==> src/hw/rtl/ppc_pkg.sv <==
package ppc_pkg;

    // Sizes of the fixed-width state
    localparam int STEM_BUFFER_BYTES = 7;
    localparam int STEM_IDX_W        = $clog2(STEM_BUFFER_BYTES);
    localparam int STEM_LEN_W        = 4;
    localparam int COUNT_W           = 10;
    localparam int DEPTH_W           = 7;
    localparam int MAX_LEN_W         = 10;
    localparam int MAX_DEPTH_W       = 6;

    localparam logic [COUNT_W-1:0]     COUNT_MAX = 10'd1023;
    localparam logic [DEPTH_W-1:0]     DEPTH_MAX = 7'd64;
    localparam logic [STEM_LEN_W-1:0]  STEM_LEN_MAX = STEM_LEN_W'(STEM_BUFFER_BYTES);

    localparam logic [MAX_LEN_W-1:0]   MAX_LEN_RESET   = 10'd255;
    localparam logic [MAX_DEPTH_W-1:0] MAX_DEPTH_RESET = 6'd24;

    // Configuration port
    localparam int CFG_IDX_W  = 2;
    localparam int CFG_DATA_W = 10;
    localparam logic [CFG_IDX_W-1:0] CFG_MAX_COMPONENT_LENGTH = 2'd0;
    localparam logic [CFG_IDX_W-1:0] CFG_MAX_DEPTH            = 2'd1;

    // Byte codes
    localparam logic [7:0] CH_SLASH     = 8'h2F;
    localparam logic [7:0] CH_DOT       = 8'h2E;
    localparam logic [7:0] CH_SPACE     = 8'h20;
    localparam logic [7:0] CH_BACKSLASH = 8'h5C;
    localparam logic [7:0] CH_COLON     = 8'h3A;
    localparam logic [7:0] CH_STAR      = 8'h2A;
    localparam logic [7:0] CH_QUESTION  = 8'h3F;
    localparam logic [7:0] CH_QUOTE     = 8'h22;
    localparam logic [7:0] CH_LESS      = 8'h3C;
    localparam logic [7:0] CH_GREATER   = 8'h3E;
    localparam logic [7:0] CH_PIPE      = 8'h7C;
    localparam logic [7:0] CH_DIGIT_1   = 8'h31;
    localparam logic [7:0] CH_DIGIT_9   = 8'h39;

    // Classified byte handed from front to back
    typedef struct packed {
        logic [7:0] data;
        logic       last;
        logic       is_slash;
        logic       is_dot;
        logic       is_space;
        logic       is_forbidden;
    } ppc_item_t;

    // Configuration write
    typedef struct packed {
        logic                  valid;
        logic [CFG_IDX_W-1:0]  index;
        logic [CFG_DATA_W-1:0] data;
    } ppc_cfg_wr_t;

    typedef logic [STEM_BUFFER_BYTES-1:0][7:0] stem_t;

    function automatic logic is_forbidden_byte(logic [7:0] b);
        return (b == CH_BACKSLASH) || (b == CH_COLON) || (b == CH_STAR) ||
               (b == CH_QUESTION) || (b == CH_QUOTE) || (b == CH_LESS) ||
               (b == CH_GREATER) || (b == CH_PIPE);
    endfunction

    // Reserved device names, case-sensitive, lower case
    function automatic logic stem_is_device(stem_t s, logic [STEM_LEN_W-1:0] len);
        logic [23:0] p3;
        logic        m;
        p3 = {s[0], s[1], s[2]};
        m  = 1'b0;
        case (len)
            4'd3: m = (p3 == "con") || (p3 == "prn") || (p3 == "aux") || (p3 == "nul");
            4'd4: m = ((p3 == "com") || (p3 == "lpt")) &&
                      (s[3] >= CH_DIGIT_1) && (s[3] <= CH_DIGIT_9);
            4'd6: m = ({p3, s[3], s[4], s[5]} == "conin$") ||
                      ({p3, s[3], s[4], s[5]} == "clock$");
            4'd7: m = ({p3, s[3], s[4], s[5], s[6]} == "conout$");
            default: m = 1'b0;
        endcase
        return m;
    endfunction

endpackage

==> src/hw/rtl/ppc_front.sv <==
module ppc_front
    import ppc_pkg::*;
(
    input  logic      clk,
    input  logic      rst_n,
    input  logic      push,
    output logic      full,
    input  logic [7:0] path_byte,
    input  logic      last_byte,
    output logic      item_valid,
    output ppc_item_t item,
    input  logic      item_take
);

    // Two-entry queue of classified bytes
    ppc_item_t  mem_reg [2];
    logic       wr_ptr_reg, wr_ptr_next;
    logic       rd_ptr_reg, rd_ptr_next;
    logic [1:0] count_reg, count_next;
    logic       in_fire, out_fire;
    ppc_item_t  cls;

    assign full       = (count_reg == 2'd2);
    assign item_valid = (count_reg != 2'd0);
    assign item       = mem_reg[rd_ptr_reg];
    assign in_fire    = push && !full;
    assign out_fire   = item_take && item_valid;

    // Classify the incoming byte
    always_comb
    begin
        cls.data         = path_byte;
        cls.last         = last_byte;
        cls.is_slash     = (path_byte == CH_SLASH);
        cls.is_dot       = (path_byte == CH_DOT);
        cls.is_space     = (path_byte == CH_SPACE);
        cls.is_forbidden = is_forbidden_byte(path_byte);
    end

    // Pointer and fill update
    always_comb
    begin
        wr_ptr_next = in_fire  ? ~wr_ptr_reg : wr_ptr_reg;
        rd_ptr_next = out_fire ? ~rd_ptr_reg : rd_ptr_reg;
        count_next  = count_reg;
        case ({in_fire, out_fire})
            2'b10:   count_next = count_reg + 2'd1;
            2'b01:   count_next = count_reg - 2'd1;
            default: count_next = count_reg;
        endcase
    end

    always_ff @(posedge clk or negedge rst_n)
    begin
        if (!rst_n)
        begin
            wr_ptr_reg <= 1'b0;
            rd_ptr_reg <= 1'b0;
            count_reg  <= 2'd0;
        end
        else
        begin
            wr_ptr_reg <= wr_ptr_next;
            rd_ptr_reg <= rd_ptr_next;
            count_reg  <= count_next;
        end
    end

    // Queue storage, no reset
    always_ff @(posedge clk)
    begin
        if (in_fire)
        begin
            mem_reg[wr_ptr_reg] <= cls;
        end
    end

endmodule

==> src/hw/rtl/ppc_back.sv <==
module ppc_back
    import ppc_pkg::*;
(
    input  logic        clk,
    input  logic        rst_n,
    input  ppc_cfg_wr_t cfg_wr,
    input  logic        item_valid,
    input  ppc_item_t   item,
    output logic        item_take,
    output logic        empty,
    input  logic        pop,
    output logic        path_valid
);

    // Configuration registers
    logic [MAX_LEN_W-1:0]   max_len_reg;
    logic [MAX_DEPTH_W-1:0] max_depth_reg;

    // Path state
    logic [COUNT_W-1:0]    count_reg, count_next;
    logic [DEPTH_W-1:0]    depth_reg, depth_next;
    stem_t                 stem_reg;
    logic [STEM_LEN_W-1:0] stem_len_reg, stem_len_next;
    logic                  dot_reg, dot_next;
    logic                  space_reg, space_next;
    logic                  disq_reg, disq_next;
    logic [7:0]            prev_reg, prev_next;
    logic                  failed_reg, failed_next;

    // Result queue
    logic       res_mem_reg [2];
    logic       res_wr_ptr_reg, res_rd_ptr_reg;
    logic [1:0] res_count_reg, res_count_next;
    logic       res_push, res_pop, res_full, res_bit;

    // Byte-take intermediates
    logic [COUNT_W:0]      cnt_inc;
    logic                  too_long;
    logic [COUNT_W-1:0]    cnt_sat;
    logic                  stem_wr;
    stem_t                 stem_tk;
    logic [STEM_LEN_W-1:0] len_tk;
    logic                  dot_tk, space_tk, disq_tk;

    // Component-finish intermediates
    logic [COUNT_W-1:0]    f_count;
    logic [7:0]            f_prev;
    stem_t                 f_stem;
    logic [STEM_LEN_W-1:0] f_len;
    logic                  f_disq;
    logic [DEPTH_W-1:0]    depth_inc;
    logic                  finish_fail;
    logic                  fail_in;

    assign res_full  = (res_count_reg == 2'd2);
    assign empty     = (res_count_reg == 2'd0);
    assign path_valid = res_mem_reg[res_rd_ptr_reg];
    assign item_take = item_valid && !res_full;
    assign res_push  = item_take && item.last;
    assign res_pop   = pop && !empty;

    // Configuration writes
    always_ff @(posedge clk or negedge rst_n)
    begin
        if (!rst_n)
        begin
            max_len_reg   <= MAX_LEN_RESET;
            max_depth_reg <= MAX_DEPTH_RESET;
        end
        else if (cfg_wr.valid)
        begin
            case (cfg_wr.index)
                CFG_MAX_COMPONENT_LENGTH: max_len_reg   <= cfg_wr.data[MAX_LEN_W-1:0];
                CFG_MAX_DEPTH:            max_depth_reg <= cfg_wr.data[MAX_DEPTH_W-1:0];
                default:                  ;
            endcase
        end
    end

    // Non-slash byte: count and stem collection
    always_comb
    begin
        cnt_inc  = {1'b0, count_reg} + {{COUNT_W{1'b0}}, 1'b1};
        too_long = cnt_inc > {1'b0, max_len_reg};
        cnt_sat  = (count_reg < COUNT_MAX) ? cnt_inc[COUNT_W-1:0] : count_reg;
        stem_tk  = stem_reg;
        len_tk   = stem_len_reg;
        dot_tk   = dot_reg;
        space_tk = space_reg;
        disq_tk  = disq_reg;
        stem_wr  = 1'b0;
        if (!dot_reg)
        begin
            if (item.is_dot)
            begin
                dot_tk = 1'b1;
            end
            else if (item.is_space)
            begin
                space_tk = 1'b1;
            end
            else if (space_reg)
            begin
                disq_tk = 1'b1;
            end
            else if (stem_len_reg < STEM_LEN_MAX)
            begin
                stem_wr = 1'b1;
                stem_tk[stem_len_reg[STEM_IDX_W-1:0]] = item.data;
                len_tk  = stem_len_reg + 4'd1;
            end
            else
            begin
                disq_tk = 1'b1;
            end
        end
    end

    // Component finish: on slash uses held state, on a final byte the updated one
    always_comb
    begin
        if (item.is_slash)
        begin
            f_count = count_reg;
            f_prev  = prev_reg;
            f_stem  = stem_reg;
            f_len   = stem_len_reg;
            f_disq  = disq_reg;
        end
        else
        begin
            f_count = cnt_sat;
            f_prev  = item.data;
            f_stem  = stem_tk;
            f_len   = len_tk;
            f_disq  = disq_tk;
        end
        depth_inc   = (depth_reg < DEPTH_MAX) ? depth_reg + 7'd1 : depth_reg;
        finish_fail = (f_count == '0) || (f_prev == CH_DOT) || (f_prev == CH_SPACE) ||
                      (!f_disq && stem_is_device(f_stem, f_len)) ||
                      (depth_inc > {1'b0, max_depth_reg});
        fail_in     = failed_reg || item.is_forbidden;
    end

    // Next state and verdict
    always_comb
    begin
        count_next    = count_reg;
        depth_next    = depth_reg;
        stem_len_next = stem_len_reg;
        dot_next      = dot_reg;
        space_next    = space_reg;
        disq_next     = disq_reg;
        prev_next     = prev_reg;
        failed_next   = failed_reg;
        res_bit       = 1'b0;
        if (item_take)
        begin
            if (item.last)
            begin
                // verdict, then back to the start of a path
                if (item.is_slash)
                begin
                    res_bit = 1'b0;
                end
                else
                begin
                    res_bit = !(fail_in || too_long || finish_fail);
                end
                count_next    = '0;
                depth_next    = '0;
                stem_len_next = '0;
                dot_next      = 1'b0;
                space_next    = 1'b0;
                disq_next     = 1'b0;
                prev_next     = '0;
                failed_next   = 1'b0;
            end
            else if (item.is_slash)
            begin
                failed_next   = fail_in || finish_fail;
                depth_next    = depth_inc;
                count_next    = '0;
                stem_len_next = '0;
                dot_next      = 1'b0;
                space_next    = 1'b0;
                disq_next     = 1'b0;
                prev_next     = item.data;
            end
            else
            begin
                failed_next   = fail_in || too_long;
                count_next    = cnt_sat;
                stem_len_next = len_tk;
                dot_next      = dot_tk;
                space_next    = space_tk;
                disq_next     = disq_tk;
                prev_next     = item.data;
            end
        end
    end

    always_ff @(posedge clk or negedge rst_n)
    begin
        if (!rst_n)
        begin
            count_reg    <= '0;
            depth_reg    <= '0;
            stem_len_reg <= '0;
            dot_reg      <= 1'b0;
            space_reg    <= 1'b0;
            disq_reg     <= 1'b0;
            prev_reg     <= '0;
            failed_reg   <= 1'b0;
        end
        else
        begin
            count_reg    <= count_next;
            depth_reg    <= depth_next;
            stem_len_reg <= stem_len_next;
            dot_reg      <= dot_next;
            space_reg    <= space_next;
            disq_reg     <= disq_next;
            prev_reg     <= prev_next;
            failed_reg   <= failed_next;
        end
    end

    // Stem buffer, no reset; only entries below the stem length are read
    always_ff @(posedge clk)
    begin
        if (item_take && !item.is_slash && !item.last && stem_wr)
        begin
            stem_reg[stem_len_reg[STEM_IDX_W-1:0]] <= item.data;
        end
    end

    // Result queue control
    always_comb
    begin
        case ({res_push, res_pop})
            2'b10:   res_count_next = res_count_reg + 2'd1;
            2'b01:   res_count_next = res_count_reg - 2'd1;
            default: res_count_next = res_count_reg;
        endcase
    end

    always_ff @(posedge clk or negedge rst_n)
    begin
        if (!rst_n)
        begin
            res_wr_ptr_reg <= 1'b0;
            res_rd_ptr_reg <= 1'b0;
            res_count_reg  <= 2'd0;
        end
        else
        begin
            if (res_push)
            begin
                res_wr_ptr_reg <= ~res_wr_ptr_reg;
            end
            if (res_pop)
            begin
                res_rd_ptr_reg <= ~res_rd_ptr_reg;
            end
            res_count_reg <= res_count_next;
        end
    end

    always_ff @(posedge clk)
    begin
        if (res_push)
        begin
            res_mem_reg[res_wr_ptr_reg] <= res_bit;
        end
    end

endmodule

==> src/hw/rtl/portable_path_checker_top.sv <==
// Portable path checker. Push a path one byte per item with last_byte set on its
// final byte; one path_valid verdict (1 = portable) is queued after that byte and
// popped from the result side. The block sustains one byte per clock while the
// result queue is not full: a two-entry front queue holds classified bytes, the
// back applies each byte's state update (including the parallel device-name
// compare on component end), and a two-entry result queue lets the output stall
// on its own. A pushed byte is registered in the front queue before the back can
// take it, and a verdict is visible on the result ports in the cycle after the
// back takes its last byte. Registers (index 0 max_component_length, index 1
// max_depth) are written through cfg_valid/cfg_ready, which is always ready;
// write them only while no path is in flight.
module portable_path_checker_top
    import ppc_pkg::*;
(
    input  logic                  clk,
    input  logic                  rst_n,
    input  logic                  push,
    output logic                  full,
    input  logic [7:0]            path_byte,
    input  logic                  last_byte,
    output logic                  empty,
    input  logic                  pop,
    output logic                  path_valid,
    input  logic                  cfg_valid,
    output logic                  cfg_ready,
    input  logic [CFG_IDX_W-1:0]  cfg_index,
    input  logic [CFG_DATA_W-1:0] cfg_data
);

    ppc_item_t   item;
    logic        item_valid;
    logic        item_take;
    ppc_cfg_wr_t cfg_wr;

    assign cfg_ready    = 1'b1;
    assign cfg_wr.valid = cfg_valid;
    assign cfg_wr.index = cfg_index;
    assign cfg_wr.data  = cfg_data;

    ppc_front u_front (
        .clk        (clk),
        .rst_n      (rst_n),
        .push       (push),
        .full       (full),
        .path_byte  (path_byte),
        .last_byte  (last_byte),
        .item_valid (item_valid),
        .item       (item),
        .item_take  (item_take)
    );

    ppc_back u_back (
        .clk        (clk),
        .rst_n      (rst_n),
        .cfg_wr     (cfg_wr),
        .item_valid (item_valid),
        .item       (item),
        .item_take  (item_take),
        .empty      (empty),
        .pop        (pop),
        .path_valid (path_valid)
    );

endmodule
==> config.mk <==
export PLATFORM = sky130hd
export DESIGN_NAME = portable_path_checker_top
export DESIGN_NICKNAME = d
export VERILOG_FILES = /design/src/hw/rtl/ppc_pkg.sv /design/src/hw/rtl/ppc_front.sv /design/src/hw/rtl/ppc_back.sv /design/src/hw/rtl/portable_path_checker_top.sv
export SDC_FILE = /design/constraint.sdc
export NUM_CORES = 1
export LEC_CHECK = 0
export ABC_AREA = 1
export CAP_MARGIN = 20
export CORE_MARGIN = 8
export CORE_UTILIZATION = 25
export DETAILED_ROUTE_END_ITERATION = 10
export DONT_BUFFER_PORTS = 1
export GPL_TIMING_DRIVEN = 0
export SLEW_MARGIN = 40
export SYNTH_ARGS = -nofsm -noshare
export SYNTH_HDL_FRONTEND = slang
export SYNTH_HIERARCHICAL = 1
export SYNTH_SLANG_ARGS = --single-unit
==> constraint.sdc <==
create_clock -name clk -period 5.9 [get_ports clk]
set_clock_uncertainty 0.2 [all_clocks]
set_input_delay 1.18 -clock clk [delete_from_list [all_inputs] [get_ports clk]]
set_output_delay 1.18 -clock clk [all_outputs]
set_load 0.02 [all_outputs]
==> impl_metrics.json, run 1 <==
{
  "fin_crit_sh_pct": 61.4,
  "synth_seq_cells": 141,
  "dp_hpwl_um": 16500,
  "drtIter0Drc": 612,
  "final_util_pct": 29.0,
  "synth-edff-count": 84,
  "relSlewSlack_pct": 46.1,
  "worstPathMaxFanout": 10,
  "cap_violations": 0,
  "holdWs_ns": 0.248,
  "startpoint_type": "register",
  "grt_antenna_before_repair": 0,
  "yosysWarnings": 6,
  "r2r_slack_ns": 2.28,
  "postCtsSetupRepairBufs": 0,
  "die_area_mm2": 0.0412,
  "totalNegativeSetupSlack_ns": 0,
  "r2r-start": "u_front/rd_ptr_reg",
  "wl_um": 22400,
  "post_cts_resized": 0,
  "drc": 0,
  "yosys.area.top_type": "edfxtp_1",
  "core_area_mm2": 0.0345,
  "wl_per_cell_um": 13.5,
  "ir_worst_vdd_mv": 0.284,
  "synth.distinct_cells": 45,
  "async_reset_ff_share_pct": 40.4,
  "clock_path_buffers": 2,
  "cts.clk_slew.worst_paths_ns": 0.06,
  "io_pins": 30,
  "grt_pass1_vias": 6886,
  "worst_slack_ns": 2.28,
  "slew_viol_final": 0,
  "synth.area.top_cells": "edfxtp_1, nand2_1, dfrtp_1, inv_1, nor2_1",
  "rows": 68,
  "status": "finished, final reports clean",
  "synthCells": 1169,
  "period_minus_slack_ns": 3.62,
  "finalHoldViolCount": 0,
  "ctsHtreeMaxLevel": 4,
  "placed_cell_area_mm2": 0.00938,
  "critical_path_class": "reg -> reg",
  "first_pass_iters": 5,
  "finalNonFillerCells": 1659,
  "cts_hold_buf": 0,
  "largest_reg_flops": 55,
  "worstPathRequired_ns": 5.87,
  "synth.top_cell.area_share_pct": 28.9,
  "io_buffers": 0,
  "vias": 7497,
  "ant_nets": 0,
  "area_growth_syn_to_layout_pct": 14.3,
  "fin_total_pwr_mw": 4.33,
  "initial_core_util_pct": 25.3,
  "rsz0062_at_grt": "false",
  "cts_tree": "built",
  "clock-sinks": 141,
  "seq_area_frac_synth_pct": 45.4,
  "fmax_mhz": 276,
  "nets": 1238,
  "cts_made_buffers": 17,
  "grt_max_degree": 58,
  "cts_root_buf": "clkbuf_16",
  "hp-class": "in -> async",
  "dp_slack_ns": 2.34,
  "setup-violations-final": 0,
  "final_layout_size_suffix_gt1_share_pct": 8.39,
  "dpl.cell_count": 1627,
  "end_kind": "register",
  "grt_pass1_wl_um": 36100,
  "mappedNetlistNets": 1216,
  "max_slew.worst_pin.slew_ns": 0.803,
  "syn_avg_cell_area_um2": 7.47,
  "clock_latency_ns": 0.42,
  "yosys_most_used_dff": "edfxtp_1",
  "reg2reg_depth": 20,
  "die_y_um": 203,
  "grt_overflow_total": 0,
  "arrival_ns": 3.59,
  "globalplace.congestion": 0.907,
  "finalInstanceArea_mm2": 0.00998,
  "viasPerCell": 4.52,
  "track_usage_pct": 10.8,
  "powerDensity_mw_per_mm2": 434,
  "syn_area_mm2": 0.00873,
  "r2r-end": "u_back/res_mem_reg[0]",
  "n_antenna_cell": 0,
  "die_w_um": 203,
  "power_leakage_nw": 4.78
}
[kinds of logic after synthesis]
group	Yosys count	synth area share (%)
fa+ha+maj	21	3.01
simple gates	645	31.4
other cells	1	0.0429
compound gates	122	7.65
buf+inv	222	10.8
xor+xnor	17	1.71
flops	141	45.4
[Yosys cell counts, types with 17 or more instances]
library cell and instances:
a21oi_1 20, dfrtp_1 47, edfxtp_1 84, ha_1 21, inv_1 182, nand2_1 393
nand3_1 82, nor2_1 110, nor3_1 17, o21ai_0 60
[worst max-delay path, stage by stage, from the launching register on]
cell and delay [ns]:
dfrtp_1 0.43, inv_2 0.12, buf_2 0.24, nand2_1 0.07
nand2_1 0.24, inv_2 0.14, nand3_2 0.13, inv_2 0.07
nand2_4 0.08, buf_2 0.28, nand3_1 0.10, nand2_1 0.10
nand2_1 0.15, nor2_1 0.25, nand3_1 0.16, nand4_1 0.19
nand2_1 0.07, nand2_1 0.08, nand2_1 0.10, nand2_1 0.09
nor2_1 0.06
[layer usage]
layer  track usage (%)  up-vias  wire length [um]
li1                  -     3772                 -
met1              14.4     3513             10200
met2              17.9      190             10600
met3              1.45       22              1240
met4              3.68        0               337
met5                 0        -                 0
[layout make-up]
| class | instances | area [um2] |
|---|---|---|
| clock buffer | 18 | 429 |
| inverter | 190 | 721 |
| fill | 3706 | 24500 |
| clock inverter | 14 | 169 |
| multi-input combinational | 806 | 3840 |
| sequential | 141 | 3960 |
| tap | 455 | 569 |
| buffer | 32 | 223 |
| timing repair buffer | 3 | 70.1 |
[power by group]
group	switching (mW)	leakage, nW	internal [mW]	total (mW)
clock network	0.424	0.280	0.664	1.09
logic	1.29	3.01	0.532	1.83
registers	0.101	1.49	1.32	1.42
total	1.82	4.78	2.51	4.33
[placed cells by master (no fill, tap or decap), drive strengths merged, types with 14 or more instances in the layout]
cell,synthesis,routed
a21oi,20,20
nand4,15,15
edfxtp,84,84
buf,25,28
inv,188,189
nor3,17,17
o21ai,79,79
dfrtp,47,47
nand3,87,87
clkbuf,7,25
ha,21,21
xor2,15,15
o22ai,14,14
nand2,399,399
nor2,116,116
[how the worst max path moves through the flow]
stage                       startpoint               endpoint
floorplan           u_front/rd_ptr_reg     u_back/stem_reg[0]
global placement    u_front/rd_ptr_reg     u_back/stem_reg[2]
detailed placement  u_front/rd_ptr_reg  u_back/res_mem_reg[1]
CTS                 u_front/rd_ptr_reg  u_back/res_mem_reg[0]
global route        u_front/rd_ptr_reg  u_back/res_mem_reg[1]
finish              u_front/rd_ptr_reg  u_back/res_mem_reg[0]
No activity file was read; power rests on OpenSTA's default activity.
==> run 2, diff against run 1 <==
Clock period 5.9 ns to 3.2 ns, I/O delays scaled along.
==> run 2 against run 1 <==
Against the previous run:
- hold slack worse by 0.15 ns
- combinational power is 130% higher
- wire length is 5.0% higher
==> impl_metrics.json, run 2 (synthesized netlist as in run 1, its figures left out) <==
{
  "slew_viol_final": 0,
  "vias": 7713,
  "rows": 68,
  "final_common_cell": "nand2_1",
  "n_antenna_cell": 0,
  "startpoint_type": "register",
  "worstPathRequired_ns": 3.29,
  "fmax_mhz": 325,
  "ctsHtreeMaxLevel": 4,
  "p_switching_mw": 3.75,
  "core_area_mm2": 0.0345,
  "initial_core_util_pct": 25.3,
  "powerDensity_mw_per_mm2": 827,
  "fin_crit_sh_pct": 96.2,
  "status": "finished, final reports clean",
  "viasPerCell": 4.54,
  "area_growth_syn_to_layout_pct": 23.3,
  "end_kind": "register",
  "globalplace.congestion": 0.896,
  "grt_pass1_vias": 7160,
  "cts_tree": "built",
  "ant_nets": 0,
  "grt_overflow_total": 0,
  "track_usage_pct": 11.0,
  "fin_total_pwr_mw": 8.90,
  "p_comb_share_pct": 47.4,
  "totalNegativeSetupSlack_ns": 0,
  "grt_max_degree": 58,
  "power_leakage_nw": 5.06,
  "arrival_ns": 3.17,
  "cts_made_buffers": 17,
  "drc": 0,
  "critical_path_class": "reg -> reg",
  "cap_violations": 0,
  "io_buffers": 0,
  "die_area_mm2": 0.0412,
  "placed_cell_area_mm2": 0.00936,
  "clock-sinks": 141,
  "ir_worst_vdd_mv": 0.445,
  "relSlewSlack_pct": 51.4,
  "pwr-share-clk_pct": 23.1,
  "setup-violations-final": 0,
  "first_pass_iters": 5,
  "wl_per_cell_um": 13.8,
  "drtIter0Drc": 788,
  "dp_hpwl_um": 16400,
  "worstSetupEndpoint": "u_back/res_mem_reg[1]",
  "final_cell_mix": "nand2_1, inv_1, nor2_1, edfxtp_1, nand3_1",
  "nFillCells": 3629,
  "cts.clk_slew.worst_paths_ns": 0.06,
  "swShare_pct": 42.1,
  "clock_path_buffers": 2,
  "max_slew.worst_pin.slew_ns": 0.726,
  "r2r_slack_ns": 0.12,
  "grt_pass1_wl_um": 36800,
  "final_layout_size_suffix_gt1_share_pct": 18.3,
  "p_int_mw": 5.15,
  "r2r-end": "u_back/res_mem_reg[1]",
  "reg2reg_depth": 14,
  "power_frac_seq_pct": 29.5,
  "die_w_um": 203,
  "die_y_um": 203,
  "hp-class": "in -> reg",
  "wl_um": 23500,
  "grt_antenna_before_repair": 0,
  "min_path_cells": 0,
  "cts_root_buf": "clkbuf_16",
  "largest_reg_flops": 55,
  "worstPathMaxFanout": 4,
  "final_util_pct": 31.2,
  "period_minus_slack_ns": 3.08,
  "nets": 1278,
  "io_pins": 30,
  "finalInstanceArea_mm2": 0.0108,
  "clock_latency_ns": 0.43,
  "crit_path_start": "u_back/count_reg[4]",
  "r2r-start": "u_back/count_reg[4]",
  "finalHoldViolCount": 0
}
-- run 2: worst max-delay path, cell delays in order (launching register included) --
cell and delay, ns:
dfrtp_1 0.36, inv_1 0.12, nor4_4 0.33, nand3_2 0.13
nor2_2 0.14, nand3_1 0.12, xor2_1 0.22, inv_1 0.11
ha_1 0.31, nand2_1 0.07, nor3_1 0.19, nand4_1 0.15
a21oi_2 0.22, nand3_2 0.11, nor2_4 0.15
-- run 2: worst min path at each step --
stage	startpoint	endpoint	slack, ns
global placement	rst_n	u_back/res_count_reg[1]	0.15
global route	path_byte[5]	u_front/mem_reg[1][10]	0.09
detailed placement	rst_n	u_back/res_rd_ptr_reg	0.15
finish	last_byte	u_front/mem_reg[1][4]	0.10
CTS	last_byte	u_front/mem_reg[1][4]	0.08
floorplan	rst_n	u_back/count_reg[0]	0.14
-- run 2: through the flow --
step	setup slack, ns	cells	hold WS [ns]
CTS	0.000419	1665	0.0839
global route	-0.0563	1699	0.0853
floorplan	0.296	1169	0.144
detailed placement	-0.357	1627	0.146
global placement	-0.542	1624	0.146
finish	0.121	1699	0.101
-- run 2: routing by layer --
| metal | vias up | part of all wire [%] | track usage, % |
|---|---|---|---|
| li1 | 3852 | - | - |
| met1 | 3625 | 45 | 14.3 |
| met2 | 204 | 48 | 18.3 |
| met3 | 32 | 4.8 | 1.55 |
| met4 | 0 | 2.0 | 3.96 |
| met5 | - | 0 | 0 |
-- run 2: power groups by stage --
stage | combinational (mW) | sequential (mW) | clock, mW
global placement | 3.21 | 2.64 | 0
floorplan | 2.38 | 2.60 | 0
CTS | 3.45 | 2.61 | 2.10
finish | 4.22 | 2.62 | 2.06
global route | 4.64 | 2.66 | 2.17
detailed placement | 3.30 | 2.65 | 0
-- run 2: final cells by class --
cell class              instances  area [um2]  share of cell area [%]
multi-input cells             806        4170                    38.7
plain buffers                  32         288                    2.67
repair buffers                 43         420                    3.91
inverters                     190         746                    6.93
well taps                     455         569                    5.29
flip-flops and latches        141        3960                    36.8
clock buffers                  17         425                    3.95
clock inverters                15         188                    1.74
-- run 2: repair_timing --
item                       in CTS  in global routing
setup endpoints to repair       4                  3
gates cloned                    0                  5
resized for setup              17                115
pin swaps                       0                 46
hold buffers                    2                  0
hold endpoints to repair       57                  0
buffers inserted                4                 29
==> run 3, diff against run 2 <==
Settings changed: MAX_ROUTING_LAYER from default to met4.
==> run 3 against run 2 <==
Against the previous run:
- sequential cell count unchanged
- count of clock-buffer cells in the layout up 5
- maximum frequency is 0.42% lower
- die area is the same
- critical path depth up 8
- via count fell by 0.91%
- utilization shrank 0.55 points
- first-iteration DRC count down 7.7%
- sequential share of layout area up 0.66 points
- hold slack gained 0.0061 ns
==> impl_metrics.json, run 3 (synthesized netlist as in run 1, its figures left out) <==
{
  "status": "finished, final reports clean",
  "die_area_mm2": 0.0412,
  "largest_reg_flops": 55,
  "period_minus_slack_ns": 3.09,
  "cap_violations": 0,
  "initial_core_util_pct": 25.3,
  "crit_path_max_incr_delay_ns": 0.44,
  "final_cell_mix": "nand2_1, inv_1, nor2_1, edfxtp_1, nand3_1",
  "finalHoldViolCount": 0,
  "cts_made_buffers": 17,
  "cts.clk_slew.worst_paths_ns": 0.06,
  "path_buf_inv": 5,
  "relSlewSlack_pct": 52.6,
  "max_slew.worst_pin.slew_ns": 0.709,
  "arrival_ns": 3.07,
  "swShare_pct": 41.6,
  "vias": 7643,
  "pwr-share-clk_pct": 23.5,
  "ctsHtreeMaxLevel": 4,
  "io_buffers": 0,
  "p_switching_mw": 3.59,
  "rows": 68,
  "slowest_stage": "dfrtp_1",
  "grt_antenna_before_repair": 0,
  "final_common_cell": "nand2_1",
  "viasPerCell": 4.53,
  "fin_crit_sh_pct": 96.6,
  "worstPathRequired_ns": 3.17,
  "io_pins": 30,
  "cp_common_cell": "nand2_1",
  "ir_worst_vdd_mv": 0.402,
  "wl_per_cell_um": 13.7,
  "hp-class": "in -> reg",
  "drc": 0,
  "nets": 1266,
  "area_growth_syn_to_layout_pct": 21.1,
  "critical_path_class": "reg -> reg",
  "rsz0062_at_grt": "true",
  "power_frac_seq_pct": 30.3,
  "end_kind": "register",
  "p_int_mw": 5.05,
  "clock_latency_ns": 0.42,
  "die_w_um": 203,
  "worstPathMaxFanout": 10,
  "cp_top_family": "simple AND/OR/NAND/NOR gates",
  "cts_root_buf": "clkbuf_16",
  "startpoint_type": "register",
  "clock-sinks": 141,
  "totalNegativeSetupSlack_ns": 0,
  "powerDensity_mw_per_mm2": 817,
  "cts_tree": "built",
  "grt_pass1_vias": 6810,
  "grt_pass1_wl_um": 36400,
  "crit_chain": "inv_2 > buf_6 > nand2_1 > nand2_2 > inv_1 > nand2_2 > nor2_8 > nand2_4 > buf_4 > nand2_1 > nand2_1 > nand4_1 > nor2_4 > nand3_2 > clkinv_1 > nand2_1 > nand2_1 > nor2_1 > nand2_1 > nand2_2 > nand2_2 > nor2_2",
  "dp_hpwl_um": 16500,
  "grt_overflow_total": 0,
  "grt_max_degree": 58,
  "fmax_mhz": 323,
  "first_pass_iters": 6,
  "power_leakage_nw": 5.01,
  "core_area_mm2": 0.0345,
  "fin_total_pwr_mw": 8.64,
  "wl_um": 23200,
  "final_layout_size_suffix_gt1_share_pct": 14.6,
  "clock_path_buffers": 2,
  "globalplace.congestion": 0.924,
  "ant_nets": 0,
  "track_usage_pct": 11.2,
  "slew_viol_final": 0,
  "n_antenna_cell": 0,
  "p_comb_share_pct": 46.2,
  "die_y_um": 203,
  "drtIter0Drc": 727,
  "setup-violations-final": 0
}
[run 3: cell types whose count changed in the layout (fill, tap and decap cells not counted), sizes merged]
| cell | before | now |
|---|---|---|
| clkinv | 5 | 9 |
| clkbuf | 28 | 30 |
| buf | 63 | 54 |
| clkinvlp | 9 | 5 |
| inv | 188 | 184 |
| bufinv | 3 | 2 |
[run 3: what timing repair did]
action,4_1_cts,5_1_grt
buffers inserted,5,18
hold buffers,2,0
setup endpoints to repair,4,3
pin swaps,2,24
resized for setup,19,77
hold endpoints to repair,57,0
cloned,1,2
[run 3: path summary, 6_finish.rpt]
path | endpoint | cells after the start | slack, ns | start
setup reg to reg | u_back/res_mem_reg[0] | 22 | 0.11 | u_front/rd_ptr_reg
setup / recovery | u_back/res_mem_reg[0] | 22 | 0.11 | u_front/rd_ptr_reg
max in group asynchronous | u_back/max_depth_reg[3] | 2 | 1.91 | rst_n
min in group asynchronous | u_back/stem_len_reg[0] | 2 | 0.58 | rst_n
hold / removal | u_front/mem_reg[0][5] | 0 | 0.11 | path_byte[0]
hold reg to reg | u_back/max_depth_reg[5] | 2 | 0.29 | u_back/max_depth_reg[5]
[run 3: metrics by stage]
stage / cell area, um2 / utilization (%) / setup slack (ns) / instances / hold WS [ns]
after global routing: 10600 / 30.7 / -0.0480 / 1687 / 0.0844
after floorplan: 8740 / - / 0.296 / 1169 / 0.144
final: 10600 / 30.7 / 0.108 / 1687 / 0.107
after global placement: 9310 / 27.0 / -0.516 / 1624 / 0.146
after CTS: 10100 / 29.4 / 0.00209 / 1667 / 0.0924
after detailed placement: 9400 / 27.3 / -0.399 / 1627 / 0.146
[run 3: area by class of cell]
class	instances	area (um2)
well taps	455	569
repair buffers	31	340
fillers	3609	23900
inverters	190	749
plain buffers	32	273
multi-input cells	806	4080
flip-flops and latches	141	3960
clock inverters	10	109
clock buffers	22	497
[run 3: per-layer routing]
layer	vias up	routed length (um)	part of all wire, %	track usage, %
met5	-	0	0	-
met4	0	402	1.7	3.55
met3	28	1240	5.4	1.74
met2	207	11000	48	17.8
met1	3578	10500	45	14.6
li1	3830	-	-	-
[run 3: power groups by stage]
stage | logic (mW) | clock network, mW | registers (mW)
detailed placement | 3.33 | 0 | 2.64
global placement | 3.21 | 0 | 2.64
CTS | 3.50 | 2.07 | 2.61
global route | 4.38 | 2.14 | 2.66
floorplan | 2.38 | 0 | 2.60
finish | 3.99 | 2.03 | 2.62
